===== src/rtl/core/kinematic_pose_update_macros.svh =====
// Assertion macros for the kinematic pose update block.
// Included by the files that carry concurrent assertions; needs nothing else.
`ifndef KINEMATIC_POSE_UPDATE_MACROS_SVH
`define KINEMATIC_POSE_UPDATE_MACROS_SVH
`ifndef ASSERT_OFF
// Property checked at every clock edge outside reset.
`define KPU_ASSERT(lbl, clk, rst, prop, msg) \
  lbl: assert property (@(posedge clk) disable iff (rst) prop) else $error(msg);
// Condition in one cycle implies consequence in the next.
`define KPU_ASSERT_NEXT(lbl, clk, rst, ante, cons, msg) \
  lbl: assert property (@(posedge clk) disable iff (rst) (ante) |=> (cons)) else $error(msg);
`else
`define KPU_ASSERT(lbl, clk, rst, prop, msg)
`define KPU_ASSERT_NEXT(lbl, clk, rst, ante, cons, msg)
`endif
`endif


===== src/rtl/core/kpu_pkg.sv =====
// Shared types, constants and the arctangent table for the kinematic pose update.
// Used by the interfaces, the CORDIC and divider units and the top level.
package kpu_pkg;

  localparam int SPEED_W    = 16;
  localparam int ANGLE_W    = 16;
  localparam int POS_W      = 32;
  localparam int HEAD_W     = 16;
  localparam int IWB_W      = 16;
  localparam int CFG_IDX_W  = 8;
  localparam int CFG_DATA_W = 16;
  localparam int TRIG_W     = 33;
  localparam int ATAN_N     = 24;
  localparam int IDX_W      = 5;
  localparam int QUO_W      = 20;
  localparam int MUL_A_W    = 37;
  localparam int MUL_B_W    = 31;
  localparam int PROD_W     = 68;
  localparam int STEP_W     = 20;

  localparam logic signed [TRIG_W-1:0] CORDIC_GAIN = 33'sd652032874;
  localparam logic signed [ANGLE_W-1:0] STEER_LIMIT = 16'sd14564;
  localparam logic [29:0] RAD_TO_BAM = 30'd683565276;
  localparam logic [IWB_W-1:0] IWB_RESET = 16'd6554;

  localparam logic [CFG_IDX_W-1:0] CFG_MODEL_MODE    = 8'd0;
  localparam logic [CFG_IDX_W-1:0] CFG_INV_WHEELBASE = 8'd1;

  typedef enum logic [3:0] {
    S_IDLE, S_CORD1, S_CORD2, S_MUL_A, S_MUL_R, S_MUL_D,
    S_MUL_X, S_MUL_Y, S_UPD_Y, S_OUT
  } state_t;

  typedef struct packed {
    logic busy;
    logic done;
  } unit_status_t;

  // Arctangent of 2^-i in units of 2^32 per turn.
  function automatic logic signed [TRIG_W-1:0] atan_entry(input logic [IDX_W-1:0] i);
    case (i)
      5'd0:  atan_entry = 33'sh020000000;
      5'd1:  atan_entry = 33'sh012E4051E;
      5'd2:  atan_entry = 33'sh009FB385B;
      5'd3:  atan_entry = 33'sh0051111D4;
      5'd4:  atan_entry = 33'sh0028B0D43;
      5'd5:  atan_entry = 33'sh00145D7E1;
      5'd6:  atan_entry = 33'sh000A2F61E;
      5'd7:  atan_entry = 33'sh000517C55;
      5'd8:  atan_entry = 33'sh00028BE53;
      5'd9:  atan_entry = 33'sh000145F2F;
      5'd10: atan_entry = 33'sh0000A2F98;
      5'd11: atan_entry = 33'sh0000517CC;
      5'd12: atan_entry = 33'sh000028BE6;
      5'd13: atan_entry = 33'sh0000145F3;
      5'd14: atan_entry = 33'sh00000A2FA;
      5'd15: atan_entry = 33'sh00000517D;
      5'd16: atan_entry = 33'sh0000028BE;
      5'd17: atan_entry = 33'sh00000145F;
      5'd18: atan_entry = 33'sh000000A30;
      5'd19: atan_entry = 33'sh000000518;
      5'd20: atan_entry = 33'sh00000028C;
      5'd21: atan_entry = 33'sh000000146;
      5'd22: atan_entry = 33'sh0000000A3;
      5'd23: atan_entry = 33'sh000000051;
      default: atan_entry = '0;
    endcase
  endfunction

endpackage


===== src/rtl/core/kpu_motion_if.sv =====
// Input channel of the kinematic pose update: speed and angle per transfer.
// Depends on kpu_pkg for the field widths.
interface kpu_motion_if import kpu_pkg::*; ();
  logic                      valid;
  logic                      ready;
  logic [SPEED_W-1:0]        speed;
  logic signed [ANGLE_W-1:0] angle;

  modport source (output valid, speed, angle, input ready);
  modport sink (input valid, speed, angle, output ready);
endinterface


===== src/rtl/core/kpu_pose_if.sv =====
// Result channel of the kinematic pose update: the new pose per transfer.
// Depends on kpu_pkg for the field widths.
interface kpu_pose_if import kpu_pkg::*; ();
  logic                    valid;
  logic                    ready;
  logic signed [POS_W-1:0] x_pos;
  logic signed [POS_W-1:0] y_pos;
  logic [HEAD_W-1:0]       heading;

  modport source (output valid, x_pos, y_pos, heading, input ready);
  modport sink (input valid, x_pos, y_pos, heading, output ready);
endinterface


===== src/rtl/core/kpu_cfg_if.sv =====
// Configuration write channel: register index and write data per transfer.
// Depends on kpu_pkg for the field widths.
interface kpu_cfg_if import kpu_pkg::*; ();
  logic                  valid;
  logic                  ready;
  logic [CFG_IDX_W-1:0]  index;
  logic [CFG_DATA_W-1:0] data;

  modport source (output valid, index, data, input ready);
  modport sink (input valid, index, data, output ready);
endinterface


===== src/rtl/core/kpu_cordic.sv =====
// Iterative rotation-mode CORDIC: one micro-rotation per cycle, cos and sin in Q30.
// Depends on kpu_pkg for widths, the gain and the arctangent table.
module kpu_cordic import kpu_pkg::*; #(
  parameter int CORDIC_STEPS = 16
) (
  input  logic                      clk,
  input  logic                      rst,
  input  logic                      start,
  input  logic [ANGLE_W-1:0]        angle,
  output logic signed [TRIG_W-1:0]  cos_out,
  output logic signed [TRIG_W-1:0]  sin_out,
  output unit_status_t              status
);

  localparam int ITERS = (CORDIC_STEPS < ATAN_N) ? CORDIC_STEPS : ATAN_N;

  logic signed [TRIG_W-1:0] x, y, z;
  logic signed [TRIG_W-1:0] dx, dy, x_next, y_next, z_next;
  logic [IDX_W-1:0]         cnt;
  logic                     flip;
  logic                     flip_in;
  logic [31:0]              z32;
  logic                     last;

  // Angles beyond a quarter turn are turned by a half turn and the result negated.
  assign flip_in = angle[ANGLE_W-1] ^ angle[ANGLE_W-2];
  assign z32     = {angle, 16'b0} ^ {flip_in, 31'b0};
  assign last    = (cnt == IDX_W'(ITERS - 1));

  // One micro-rotation, direction from the sign of the residual angle.
  always_comb begin
    dx = y >>> cnt;
    dy = x >>> cnt;
    if (!z[TRIG_W-1]) begin
      x_next = x - dx;
      y_next = y + dy;
      z_next = z - atan_entry(cnt);
    end else begin
      x_next = x + dx;
      y_next = y - dy;
      z_next = z + atan_entry(cnt);
    end
  end

  // Sequencing of the iterations.
  always_ff @(posedge clk) begin
    if (rst) begin
      status <= '0;
      cnt    <= '0;
    end else begin
      status.done <= 1'b0;
      if (start) begin
        status.busy <= 1'b1;
        cnt         <= '0;
      end else if (status.busy) begin
        cnt <= cnt + 1'b1;
        if (last) begin
          status.busy <= 1'b0;
          status.done <= 1'b1;
        end
      end
    end
  end

  // Vector, residual angle and results.
  always_ff @(posedge clk) begin
    if (start) begin
      x    <= CORDIC_GAIN;
      y    <= '0;
      z    <= {z32[31], z32};
      flip <= flip_in;
    end else if (status.busy) begin
      x <= x_next;
      y <= y_next;
      z <= z_next;
      if (last) begin
        cos_out <= flip ? -x_next : x_next;
        sin_out <= flip ? -y_next : y_next;
      end
    end
  end

endmodule


===== src/rtl/core/kpu_div.sv =====
// Restoring divider for the steering tangent: (sin << 16) / cos, one quotient bit a cycle.
// Depends on kpu_pkg for widths and the status struct.
module kpu_div import kpu_pkg::*; (
  input  logic                     clk,
  input  logic                     rst,
  input  logic                     start,
  input  logic signed [TRIG_W-1:0] num,
  input  logic signed [TRIG_W-1:0] den,
  output logic [QUO_W-1:0]         quo_mag,
  output logic                     quo_neg,
  output unit_status_t             status
);

  logic [31:0]              rem;
  logic [31:0]              divisor;
  logic [QUO_W-1:0]         bits;
  logic [IDX_W-1:0]         cnt;
  logic signed [TRIG_W-1:0] num_neg;
  logic [31:0]              mag;
  logic                     den_bad;
  logic [32:0]              trial;
  logic                     fits;

  assign num_neg = -num;
  assign mag     = num[TRIG_W-1] ? num_neg[31:0] : num[31:0];
  assign den_bad = den[TRIG_W-1] || (den == '0);
  assign trial   = {rem, bits[QUO_W-1]};
  assign fits    = (trial >= {1'b0, divisor});

  // Control: a non-positive cosine finishes at once with a zero quotient.
  always_ff @(posedge clk) begin
    if (rst) begin
      status <= '0;
      cnt    <= '0;
    end else begin
      status.done <= 1'b0;
      if (start) begin
        cnt         <= '0;
        status.busy <= !den_bad;
        status.done <= den_bad;
      end else if (status.busy) begin
        cnt <= cnt + 1'b1;
        if (cnt == IDX_W'(QUO_W - 1)) begin
          status.busy <= 1'b0;
          status.done <= 1'b1;
        end
      end
    end
  end

  // Datapath: the magnitude quotient is built from the top bit down.
  always_ff @(posedge clk) begin
    if (start) begin
      rem     <= {4'b0, mag[31:4]};
      bits    <= {mag[3:0], 16'b0};
      divisor <= den[31:0];
      quo_mag <= '0;
      quo_neg <= num[TRIG_W-1] && !den_bad;
    end else if (status.busy) begin
      rem     <= fits ? 32'(trial - {1'b0, divisor}) : trial[31:0];
      bits    <= {bits[QUO_W-2:0], 1'b0};
      quo_mag <= {quo_mag[QUO_W-2:0], fits};
    end
  end

endmodule


===== src/rtl/core/kinematic_pose_update.sv =====
// Kinematic pose update: keeps x, y and heading and returns the new pose for every input.
// Depends on kpu_pkg, the channel interfaces, kpu_cordic, kpu_div and the assertion macros.
//
// One input item is taken at a time; the block is not ready again until the item's pose
// has been computed, though a finished pose may still wait on the result channel. The
// work is done by the iterative CORDIC, one micro-rotation a cycle, followed in bicycle
// mode by the tangent divider running beside a second CORDIC pass on the heading, and
// then by five passes through one shared multiplier (in particle mode, only the passes
// for x and y). Configuration writes are always taken and should only be made while the
// block is idle.
`include "kinematic_pose_update_macros.svh"
module kinematic_pose_update import kpu_pkg::*; #(
  parameter int CORDIC_STEPS = 16
) (
  input logic            clk,
  input logic            rst,
  kpu_cfg_if.sink        cfg,
  kpu_motion_if.sink     motion,
  kpu_pose_if.source     pose
);

  state_t state, state_next;

  logic                      model_mode;
  logic [IWB_W-1:0]          inv_wheelbase;
  logic [SPEED_W-1:0]        speed;
  logic [ANGLE_W-1:0]        angle;
  logic signed [POS_W-1:0]   pose_x, pose_y;
  logic [HEAD_W-1:0]         pose_heading;
  logic signed [POS_W-1:0]   out_x, out_y;
  logic [HEAD_W-1:0]         out_heading;
  logic                      out_valid;

  logic                      cord_start, div_start;
  logic [ANGLE_W-1:0]        cord_angle, in_angle;
  logic signed [TRIG_W-1:0]  cos_val, sin_val;
  unit_status_t              cord_stat, div_stat;
  logic [QUO_W-1:0]          tan_mag;
  logic                      tan_neg;

  logic signed [MUL_A_W-1:0] mul_a;
  logic signed [MUL_B_W-1:0] mul_b;
  logic signed [PROD_W-1:0]  prod;
  logic [49:0]               step_sum;
  logic signed [STEP_W-1:0]  step;
  logic signed [POS_W+1:0]   sum_x, sum_y;
  logic signed [POS_W-1:0]   sat_x, sat_y;
  logic [HEAD_W-1:0]         head_delta;

  kpu_cordic #(.CORDIC_STEPS(CORDIC_STEPS)) u_cordic (
    .clk(clk), .rst(rst), .start(cord_start), .angle(cord_angle),
    .cos_out(cos_val), .sin_out(sin_val), .status(cord_stat)
  );

  kpu_div u_div (
    .clk(clk), .rst(rst), .start(div_start), .num(sin_val), .den(cos_val),
    .quo_mag(tan_mag), .quo_neg(tan_neg), .status(div_stat)
  );

  // Channel handshakes.
  assign cfg.ready     = 1'b1;
  assign motion.ready  = (state == S_IDLE);
  assign pose.valid    = out_valid;
  assign pose.x_pos    = out_x;
  assign pose.y_pos    = out_y;
  assign pose.heading  = out_heading;

  // Steering clamp in bicycle mode.
  always_comb begin
    in_angle = motion.angle;
    if (model_mode) begin
      if (motion.angle > STEER_LIMIT) begin
        in_angle = STEER_LIMIT;
      end else if (motion.angle < -STEER_LIMIT) begin
        in_angle = -STEER_LIMIT;
      end
    end
  end

  // Shared multiplier operand selection.
  always_comb begin
    mul_a = '0;
    mul_b = '0;
    case (state)
      S_MUL_A: begin
        mul_a = MUL_A_W'(tan_mag);
        mul_b = MUL_B_W'(speed);
      end
      S_MUL_R: begin
        mul_a = {1'b0, prod[35:0]};
        mul_b = MUL_B_W'(inv_wheelbase);
      end
      S_MUL_D: begin
        mul_a = {9'b0, prod[51:24]};
        mul_b = {1'b0, RAD_TO_BAM};
      end
      S_MUL_X: begin
        mul_a = MUL_A_W'(cos_val);
        mul_b = MUL_B_W'(speed);
      end
      S_MUL_Y: begin
        mul_a = MUL_A_W'(sin_val);
        mul_b = MUL_B_W'(speed);
      end
      default: begin
        mul_a = '0;
        mul_b = '0;
      end
    endcase
  end

  always_ff @(posedge clk) begin
    prod <= mul_a * mul_b;
  end

  // Rounded position step and saturating accumulation.
  always_comb begin
    step_sum   = prod[49:0] + 50'(1 << 29);
    step       = step_sum[49:30];
    sum_x      = {{2{pose_x[POS_W-1]}}, pose_x} + (POS_W+2)'(step);
    sum_y      = {{2{pose_y[POS_W-1]}}, pose_y} + (POS_W+2)'(step);
    sat_x      = sum_x[POS_W-1:0];
    sat_y      = sum_y[POS_W-1:0];
    head_delta = prod[47:32];
    if (sum_x[POS_W+1:POS_W-1] != '0 && sum_x[POS_W+1:POS_W-1] != '1) begin
      sat_x = sum_x[POS_W+1] ? {1'b1, {(POS_W-1){1'b0}}} : {1'b0, {(POS_W-1){1'b1}}};
    end
    if (sum_y[POS_W+1:POS_W-1] != '0 && sum_y[POS_W+1:POS_W-1] != '1) begin
      sat_y = sum_y[POS_W+1] ? {1'b1, {(POS_W-1){1'b0}}} : {1'b0, {(POS_W-1){1'b1}}};
    end
  end

  // Sequencer state register.
  always_ff @(posedge clk) begin
    if (rst) begin
      state <= S_IDLE;
    end else begin
      state <= state_next;
    end
  end

  // Sequencer next state and unit starts.
  always_comb begin
    state_next = state;
    cord_start = 1'b0;
    div_start  = 1'b0;
    cord_angle = pose_heading;
    case (state)
      S_IDLE: begin
        cord_angle = in_angle;
        if (motion.valid) begin
          cord_start = 1'b1;
          state_next = S_CORD1;
        end
      end
      S_CORD1: begin
        if (cord_stat.done) begin
          if (model_mode) begin
            cord_start = 1'b1;
            div_start  = 1'b1;
            state_next = S_CORD2;
          end else begin
            state_next = S_MUL_X;
          end
        end
      end
      S_CORD2: begin
        if (!cord_stat.busy && !div_stat.busy) begin
          state_next = S_MUL_A;
        end
      end
      S_MUL_A: state_next = S_MUL_R;
      S_MUL_R: state_next = S_MUL_D;
      S_MUL_D: state_next = S_MUL_X;
      S_MUL_X: state_next = S_MUL_Y;
      S_MUL_Y: state_next = S_UPD_Y;
      S_UPD_Y: state_next = S_OUT;
      S_OUT: begin
        if (!out_valid || pose.ready) begin
          state_next = S_IDLE;
        end
      end
      default: state_next = S_IDLE;
    endcase
  end

  // Configuration registers.
  always_ff @(posedge clk) begin
    if (rst) begin
      model_mode    <= 1'b1;
      inv_wheelbase <= IWB_RESET;
    end else if (cfg.valid) begin
      if (cfg.index == CFG_MODEL_MODE) begin
        model_mode <= cfg.data[0];
      end else if (cfg.index == CFG_INV_WHEELBASE) begin
        inv_wheelbase <= cfg.data;
      end
    end
  end

  // Captured input item.
  always_ff @(posedge clk) begin
    if (motion.valid && motion.ready) begin
      speed <= motion.speed;
      angle <= in_angle;
    end
  end

  // Pose state.
  always_ff @(posedge clk) begin
    if (rst) begin
      pose_x       <= '0;
      pose_y       <= '0;
      pose_heading <= '0;
    end else begin
      if (state == S_CORD1 && cord_stat.done && !model_mode) begin
        pose_heading <= pose_heading + angle;
      end
      if (state == S_MUL_X && model_mode) begin
        pose_heading <= tan_neg ? pose_heading - head_delta : pose_heading + head_delta;
      end
      if (state == S_MUL_Y) begin
        pose_x <= sat_x;
      end
      if (state == S_UPD_Y) begin
        pose_y <= sat_y;
      end
    end
  end

  // Result register, loaded once the result channel is free.
  always_ff @(posedge clk) begin
    if (rst) begin
      out_valid <= 1'b0;
    end else if (state == S_OUT && (!out_valid || pose.ready)) begin
      out_valid <= 1'b1;
    end else if (pose.ready) begin
      out_valid <= 1'b0;
    end
  end

  always_ff @(posedge clk) begin
    if (state == S_OUT && (!out_valid || pose.ready)) begin
      out_x       <= pose_x;
      out_y       <= pose_y;
      out_heading <= pose_heading;
    end
  end

  `KPU_ASSERT_NEXT(a_accept_starts_cordic, clk, rst, motion.valid && motion.ready, state == S_CORD1 && cord_stat.busy, "accepted item did not start the CORDIC")
  `KPU_ASSERT(a_cordic_no_restart, clk, rst, cord_start |-> !cord_stat.busy, "CORDIC restarted while busy")
  `KPU_ASSERT_NEXT(a_result_loaded, clk, rst, state == S_OUT && (!out_valid || pose.ready), out_valid && state == S_IDLE, "finished pose not presented")

endmodule

===== src/flat_wrapper.sv =====
// flat-port wrapper written by rule: the top's interface ports become plain ports
module kinematic_pose_update_flat import kpu_pkg::*;
#(
  parameter int CORDIC_STEPS = 16
)
  (clk, rst, cfg_valid, cfg_index, cfg_data, cfg_ready, motion_valid, motion_speed, motion_angle, motion_ready, pose_valid, pose_x_pos, pose_y_pos, pose_heading, pose_ready);
  kpu_cfg_if cfg_i ();
  kpu_motion_if motion_i ();
  kpu_pose_if pose_i ();
  input logic clk;
  input logic rst;
  input wire logic [$bits(cfg_i.valid)-1:0] cfg_valid;
  input wire logic [$bits(cfg_i.index)-1:0] cfg_index;
  input wire logic [$bits(cfg_i.data)-1:0] cfg_data;
  output wire logic [$bits(cfg_i.ready)-1:0] cfg_ready;
  input wire logic [$bits(motion_i.valid)-1:0] motion_valid;
  input wire logic [$bits(motion_i.speed)-1:0] motion_speed;
  input wire logic [$bits(motion_i.angle)-1:0] motion_angle;
  output wire logic [$bits(motion_i.ready)-1:0] motion_ready;
  output wire logic [$bits(pose_i.valid)-1:0] pose_valid;
  output wire logic [$bits(pose_i.x_pos)-1:0] pose_x_pos;
  output wire logic [$bits(pose_i.y_pos)-1:0] pose_y_pos;
  output wire logic [$bits(pose_i.heading)-1:0] pose_heading;
  input wire logic [$bits(pose_i.ready)-1:0] pose_ready;
  assign cfg_i.valid = cfg_valid;
  assign cfg_i.index = cfg_index;
  assign cfg_i.data = cfg_data;
  assign cfg_ready = cfg_i.ready;
  assign motion_i.valid = motion_valid;
  assign motion_i.speed = motion_speed;
  assign motion_i.angle = motion_angle;
  assign motion_ready = motion_i.ready;
  assign pose_valid = pose_i.valid;
  assign pose_x_pos = pose_i.x_pos;
  assign pose_y_pos = pose_i.y_pos;
  assign pose_heading = pose_i.heading;
  assign pose_i.ready = pose_ready;
  kinematic_pose_update #(.CORDIC_STEPS(CORDIC_STEPS)) u_core (.clk(clk), .rst(rst), .cfg(cfg_i), .motion(motion_i), .pose(pose_i));
endmodule

===== config.mk =====
export PLATFORM = sky130hd
export DESIGN_NAME = kinematic_pose_update_flat
export DESIGN_NICKNAME = d
export VERILOG_FILES = /design/src/rtl/core/kpu_pkg.sv /design/src/rtl/core/kpu_motion_if.sv /design/src/rtl/core/kpu_pose_if.sv /design/src/rtl/core/kpu_cfg_if.sv /design/src/rtl/core/kpu_cordic.sv /design/src/rtl/core/kpu_div.sv /design/src/rtl/core/kinematic_pose_update.sv /design/src/flat_wrapper.sv
export VERILOG_INCLUDE_DIRS = /design/src /design/src/rtl/core
export SDC_FILE = /design/constraint.sdc
export NUM_CORES = 2
export LEC_CHECK = 0
export BUFFER_PORTS_ARGS = -buffer_cell sky130_fd_sc_hd__buf_2
export CORE_AREA = 5 5 422 507
export CTS_BUF_LIST = sky130_fd_sc_hd__clkbuf_16
export DETAILED_ROUTE_END_ITERATION = 7
export DIE_AREA = 0 0 427 512
export PLACE_DENSITY = 0.48
export SLEW_MARGIN = 30
export SYNTH_ARGS = -nofsm -noshare
export SYNTH_HDL_FRONTEND = slang
export SYNTH_HIERARCHICAL = 1
export SYNTH_SLANG_ARGS = --single-unit

===== constraint.sdc =====
create_clock -name clk -period 24.8 [get_ports clk]
set_input_delay 4.96 -clock clk [delete_from_list [all_inputs] [get_ports clk]]
set_output_delay 4.96 -clock clk [all_outputs]
set_load 0.1 [all_outputs]

* After elaboration in Yosys (flattened, before gate mapping)
Memory sizes are Yosys's and may differ from the RTL's. A register that Yosys moved wholly into a read port is not among the register bits.
Cells that the tools add are included.
Widths: inputs -> output; s select.
** Storage, ports and cells
- Bits in latches :: 0
- Input port bits :: 61
- Memories :: 2
- Word-level logic and storage cells :: 163
- Output and inout port bits :: 83
- Bits in registers :: 534
- Memory bits (read-only) :: 1920
- Memory bits (writable) :: 0
** Operators by class
- Magnitude comparators :: 3
- Shift operators :: 2
- Reduce and logical (&&, ||, !) cells :: 33
- Multipliers :: 1
- Muxes and demuxes :: 51
- Equal/unequal tests :: 18
- $add $sub $neg :: 18
- Bitwise gates (word level) :: 5
- Divide/modulo/power cells :: 0
** Memories
- (name not given) :: depth 32, width 30, rd ports 1, clocked after memory_dff 1, wr ports 0, line kpu_pkg.sv:41 : case (i)
- (name not given) :: depth 32, width 30, rd ports 1, clocked after memory_dff 1, wr ports 0, line kpu_pkg.sv:41
** Operators by type and width (count)
- $mux 33 :: 9
- $mux 32 :: 6
- $pmux 37 s5 :: 1
- $mux 16 :: 7
- $add 33x33->33 :: 3
- $sub 33x33->33 :: 3
- $pmux 30 s3 :: 1
- $add 32x20->33 :: 2
- $neg 33->33 :: 2
- $sshr 33x5->33 :: 2
- $mux 28 :: 2
- $mul 37x31->52 :: 1
- $add 50x30->50 const B :: 1
- $mux 20 :: 2
- $pmux 4 s10 :: 1
- $ge 33x32->1 :: 1
- $logic_not 33->1 :: 1
- $add 16x16->16 :: 2
- $neg 32->32 :: 1
- $sub 32x32->32 :: 1
- $xor 32x32->32 :: 1
- $mux 5 :: 4
- $eq 4x3->1 const B :: 4
- $gt 16x15->1 const B :: 1
- other kinds (31) :: 72

* Depth between registers and ports, before layout
- Depth after elaboration :: 8
- Mapped depth :: 37
- Depth with buffers taken out :: 32

* By module
Netlist, hierarchy kept.
** By module, submodules not included
- kinematic_pose_update :: area each 41682.5 µm², cells an instance 4619, instances 1, sequential area each 6446.2 µm²
- kpu_cordic :: area each 20234.4 µm², cells an instance 2324, instances 1, sequential area each 5064.9 µm²
- kpu_div :: area each 6409.9 µm², cells an instance 687, instances 1, sequential area each 2572.5 µm²

* Least setup slack after synthesis
Ideal clock, no wire load.
- Path type :: register -> register
- Start :: register u_core.state[2]
- End :: register u_core.prod[51]
- Period minus slack after synthesis :: 8890 ps
- Path buffers :: 6
- Arrival time :: 8757 ps
- Stages on the path, launching flop included :: 33
- Slack :: 15910 ps
- Data required time :: 24666 ps
- Library setup time :: 134 ps
- Cell sequence :: dfxtp_1 > buf_4 > nand2b_1 > buf_2 > nor3_2 > buf_2 > clkbuf_1 > a221oi_1 > clkbuf_1 > nor2_1 > fa_1 > fa_1 > fa_1 > inv_1 > fa_1 > inv_1 > fa_1 > fa_1 > fa_1 > inv_1 > fa_1 > inv_1 > ha_1 > clkbuf_1 > a21o_1 > a21o_1 > a21oi_1 > o21ai_0 > a2111oi_0 > nor3_1 > or2_2 > o31ai_1 > o211ai_1
** On the way
- Longest elaborated chain between the ends :: 4
- Elaborated cells on any way between the ends :: 9
- Classes of those cells :: 1 x mul; 5 x eq/ne; 2 x mux; 1 x reduce/logical
** Ends and longest elaborated chain
- from (decl) :: line kinematic_pose_update.sv:22 : state_t state, state_next;
- from (signal assigned) :: line kinematic_pose_update.sv:138 : state <= state_next;
- $eq 4x2->1 / $eq 4x3->1 (equally long branches) :: line kinematic_pose_update.sv:84 : case (state)
- $reduce_or 3->1 (no source line)
- $pmux 30 s3 :: line kinematic_pose_update.sv:84
- $mul 37x31->52 * :: line kinematic_pose_update.sv:113 : prod <= mul_a * mul_b;
- to (signal assigned) :: line kinematic_pose_update.sv:113
- to (decl) :: line kinematic_pose_update.sv:43 : logic signed [PROD_W-1:0] prod;
Every way passes the cells marked *; elsewhere a longest branch is shown, timed or not.
A chain may end at the register's enable or synchronous reset.

* Worst setup path after layout
- Start :: register u_core.state[3]
- End :: register u_core.prod[51]
The elaborated chain is that of the path after synthesis.

==> key figures <==
Setup path
  • Critical path type: register to register
  • Crit path buf inv count: 5
  • CP max FO: 42
  • Most used cell, CP: fa_1
  • Worst setup EP type: register
  • Slowest Stage Delay on Critical Path: 0.65 ns
  • CP top delay family: adder cells
  • Worst Path Arrival: 11.22 ns
  • Worst setup SP type: register
  • CP required: 25.33 ns
  • CP max-delay cell: a2111oi_0

Clock tree
  • Clk root buf: clkbuf_16
  • CTS tree: yes
  • Clock slew at reported path FFs: 0.06 ns
  • Cts hold-fix bufs: 0
  • Post-cts resize count: 0
  • Worst skew pair latency: approximately 0.66 ns
  • H-tree Lvls: 3
  • Clk buf depth: 3
  • CTS Buf Count: 75
  • # clock sinks: approximately 560
  • Setup Buffers After CTS: 0

Pwr
  • Worst VDD drop: 90.23 uV
  • Pleak: 32.05 nW
  • Pwr Density: about 80 nW/um2
  • Pwr Total: 5.980 mW

Layout
  • Filler cells: 21670
  • Nets: 8842
  • Post-route insts no fill: about 10000
  • Area Overhead vs Synth: 9.152%
  • Final instance area: 74540 um2
  • Final core utilization: 0.3574
  • Layout cell share with drive strength beyond 1: 0.08790

Synth
  • Syn_area_per_cell: 8.955 um2
  • Mapped Area: 68290 um2
  • Cells after Synth: approximately 7600
  • Synth warn: 6

GRT
  • Remaining Overflow, GRT: 0
  • Overall routing resource usage: 0.2195
  • Largest net degree at the start of global routing: 78
  • First-pass GRT wire length: roughly 370000 um
  • Antenna violations before repair: 4
  • Vias in the first global route: about 57000

Timing
  • Final hold vios: 0
  • RSZ-0062 raised after global routing: no
  • Hold slack: 0.4698 ns
  • Tmin final: between 10 and 15 ns
  • Maximum clock rate: 0.09348 GHz
  • Final slew viol count: 0
  • Layout Skew: 0.03229 ns
  • Setup ws final: around 14 ns
  • Fin crit share: 0.4313
  • Setup tns final: 0 ns
  • Slew Limit Headroom: 0.2941
  • Worst slew pin tran: 1.057 ns
  • Final setup fails: 0

Drt
  • # DRC: 0
  • Post-route ant nets: 0
  • First-pass detailed-route iteration total: 6
  • WL/cell: 23.35 um
  • Initial DRC count: 4010
  • Post-Route WL: 244200 um
  • Vias: 55940
  • Via density: 5.349

Floorplan
  • CORE AREA: 208600 um2
  • Starting Density: 0.3274
  • Die area: 218600 um2
  • Die Y: 512 um
  • I/O Pins: 144
  • Die Span X: 427 um
  • Rows: roughly 180

Place
  • DP HPWL: just under 200000 um
  • Gpl congestion: ~0.94
  • Placed cells: between 10000 and 15000
  • Dpl ws: 13.91 ns
  • PortBufs: ~140
  • DP Area: 72040 um2

Worst hold path
  • Hold Path Class: register to register

Job
  • Total of max-cap violations: 0

Run status
  • Status: finished clean
==> area by class of cell <==
type,instances,area [um2],share of cell area
repair buffers,257,1617,0.02169
multi-input cells,5743,49260,0.6609
inverters,966,3626,0.04864
well taps,2790,3491,0.04683
diodes,1,2.502,0.00003357
flip-flops and latches,564,14080,0.1889
clock inverters,59,484.2,0.006496
clock buffers,79,1977,0.02652
==> routing by layer <==
metal / track usage / vias up / share of wire
met5: 0 / - / 0
met4: 0.08678 / 0 / 0.048
met3: 0.02633 / 397 / 0.050
met2: 0.3768 / 1656 / 0.49
met1: 0.2807 / 28100 / 0.42
li1: - / 25790 / -
==> registers in the layout, indices dropped and copies added (netlist names), 5 cells and up, named ones only <==
register / cells
u_core/pose.x_pos: 32
u_core/u_div/quo_mag: 20
u_core/pose_y: 32
u_core/u_div/rem: 32
u_core/u_cordic/sin_out: 33
u_core/pose.heading: 16
u_core/u_cordic/cos_out: 33
u_core/pose_x: 32
u_core/pose.y_pos: 32
u_core/inv_wheelbase: 16
u_core/u_div/divisor: 32
u_core/prod: 52
u_core/u_cordic/x: 33
u_core/u_div/cnt: 5
u_core/pose_heading: 16
u_core/u_cordic/cnt: 5
u_core/u_cordic/y: 33
u_core/angle: 16
u_core/speed: 16
u_core/u_cordic/z: 33
==> power by group <==
group          switching (mW)  internal, mW
registers               0.110          1.17
clock network           0.461         0.642
logic                    2.21          1.38
total                    2.78          3.20
==> worst reg2reg max path: cells and delay by family (launching register included) <==
kind | cells | cell delay (ns)
fa+ha+maj | 9 | 4.42
simple gates | 7 | 2.95
buf+inv | 5 | 0.79
compound gates | 7 | 2.02
flops | 1 | 0.42
==> path summary, 6_finish.rpt <==
check | startpoint | end | slack, ns | depth (start not counted)
max | u_core/state[3] | u_core/prod[51] | 14.10 | 28
min | u_core/pose_x[6] | u_core/pose.x_pos[6] | 0.47 | 0
max reg2reg | u_core/state[3] | u_core/prod[51] | 14.10 | 28
min reg2reg | u_core/pose_x[6] | u_core/pose.x_pos[6] | 0.47 | 0
==> cell usage in the layout (no fill, tap or decap), types with 25 or more instances in the layout <==
| cell type | count |
|---|---|
| fa_1 | 748 |
| mux2i_1 | 160 |
| a21oi_1 | 395 |
| a31oi_1 | 54 |
| xnor2_1 | 296 |
| nand3_1 | 86 |
| o21a_1 | 63 |
| nor2b_1 | 56 |
| clkbuf_16 | 79 |
| maj3_2 | 30 |
| nor3_1 | 100 |
| a22oi_1 | 41 |
| a21o_1 | 126 |
| and3_1 | 62 |
| nor4_1 | 25 |
| o31ai_1 | 44 |
| nand2_1 | 665 |
| o21ai_0 | 288 |
| and4_1 | 28 |
| edfxtp_1 | 277 |
| or3_1 | 35 |
| o211ai_1 | 40 |
| inv_1 | 973 |
| buf_2 | 141 |
| buf_4 | 112 |
| nand4_1 | 68 |
| nor2_1 | 889 |
| dfxtp_1 | 278 |
| and2_1 | 35 |
| o21bai_1 | 29 |
| mux4_2 | 73 |
| ha_1 | 426 |
| nand2b_1 | 50 |
| a211oi_1 | 128 |
| mux2_2 | 49 |
| xor2_1 | 188 |
No activity file was read; power rests on OpenSTA's default activity.
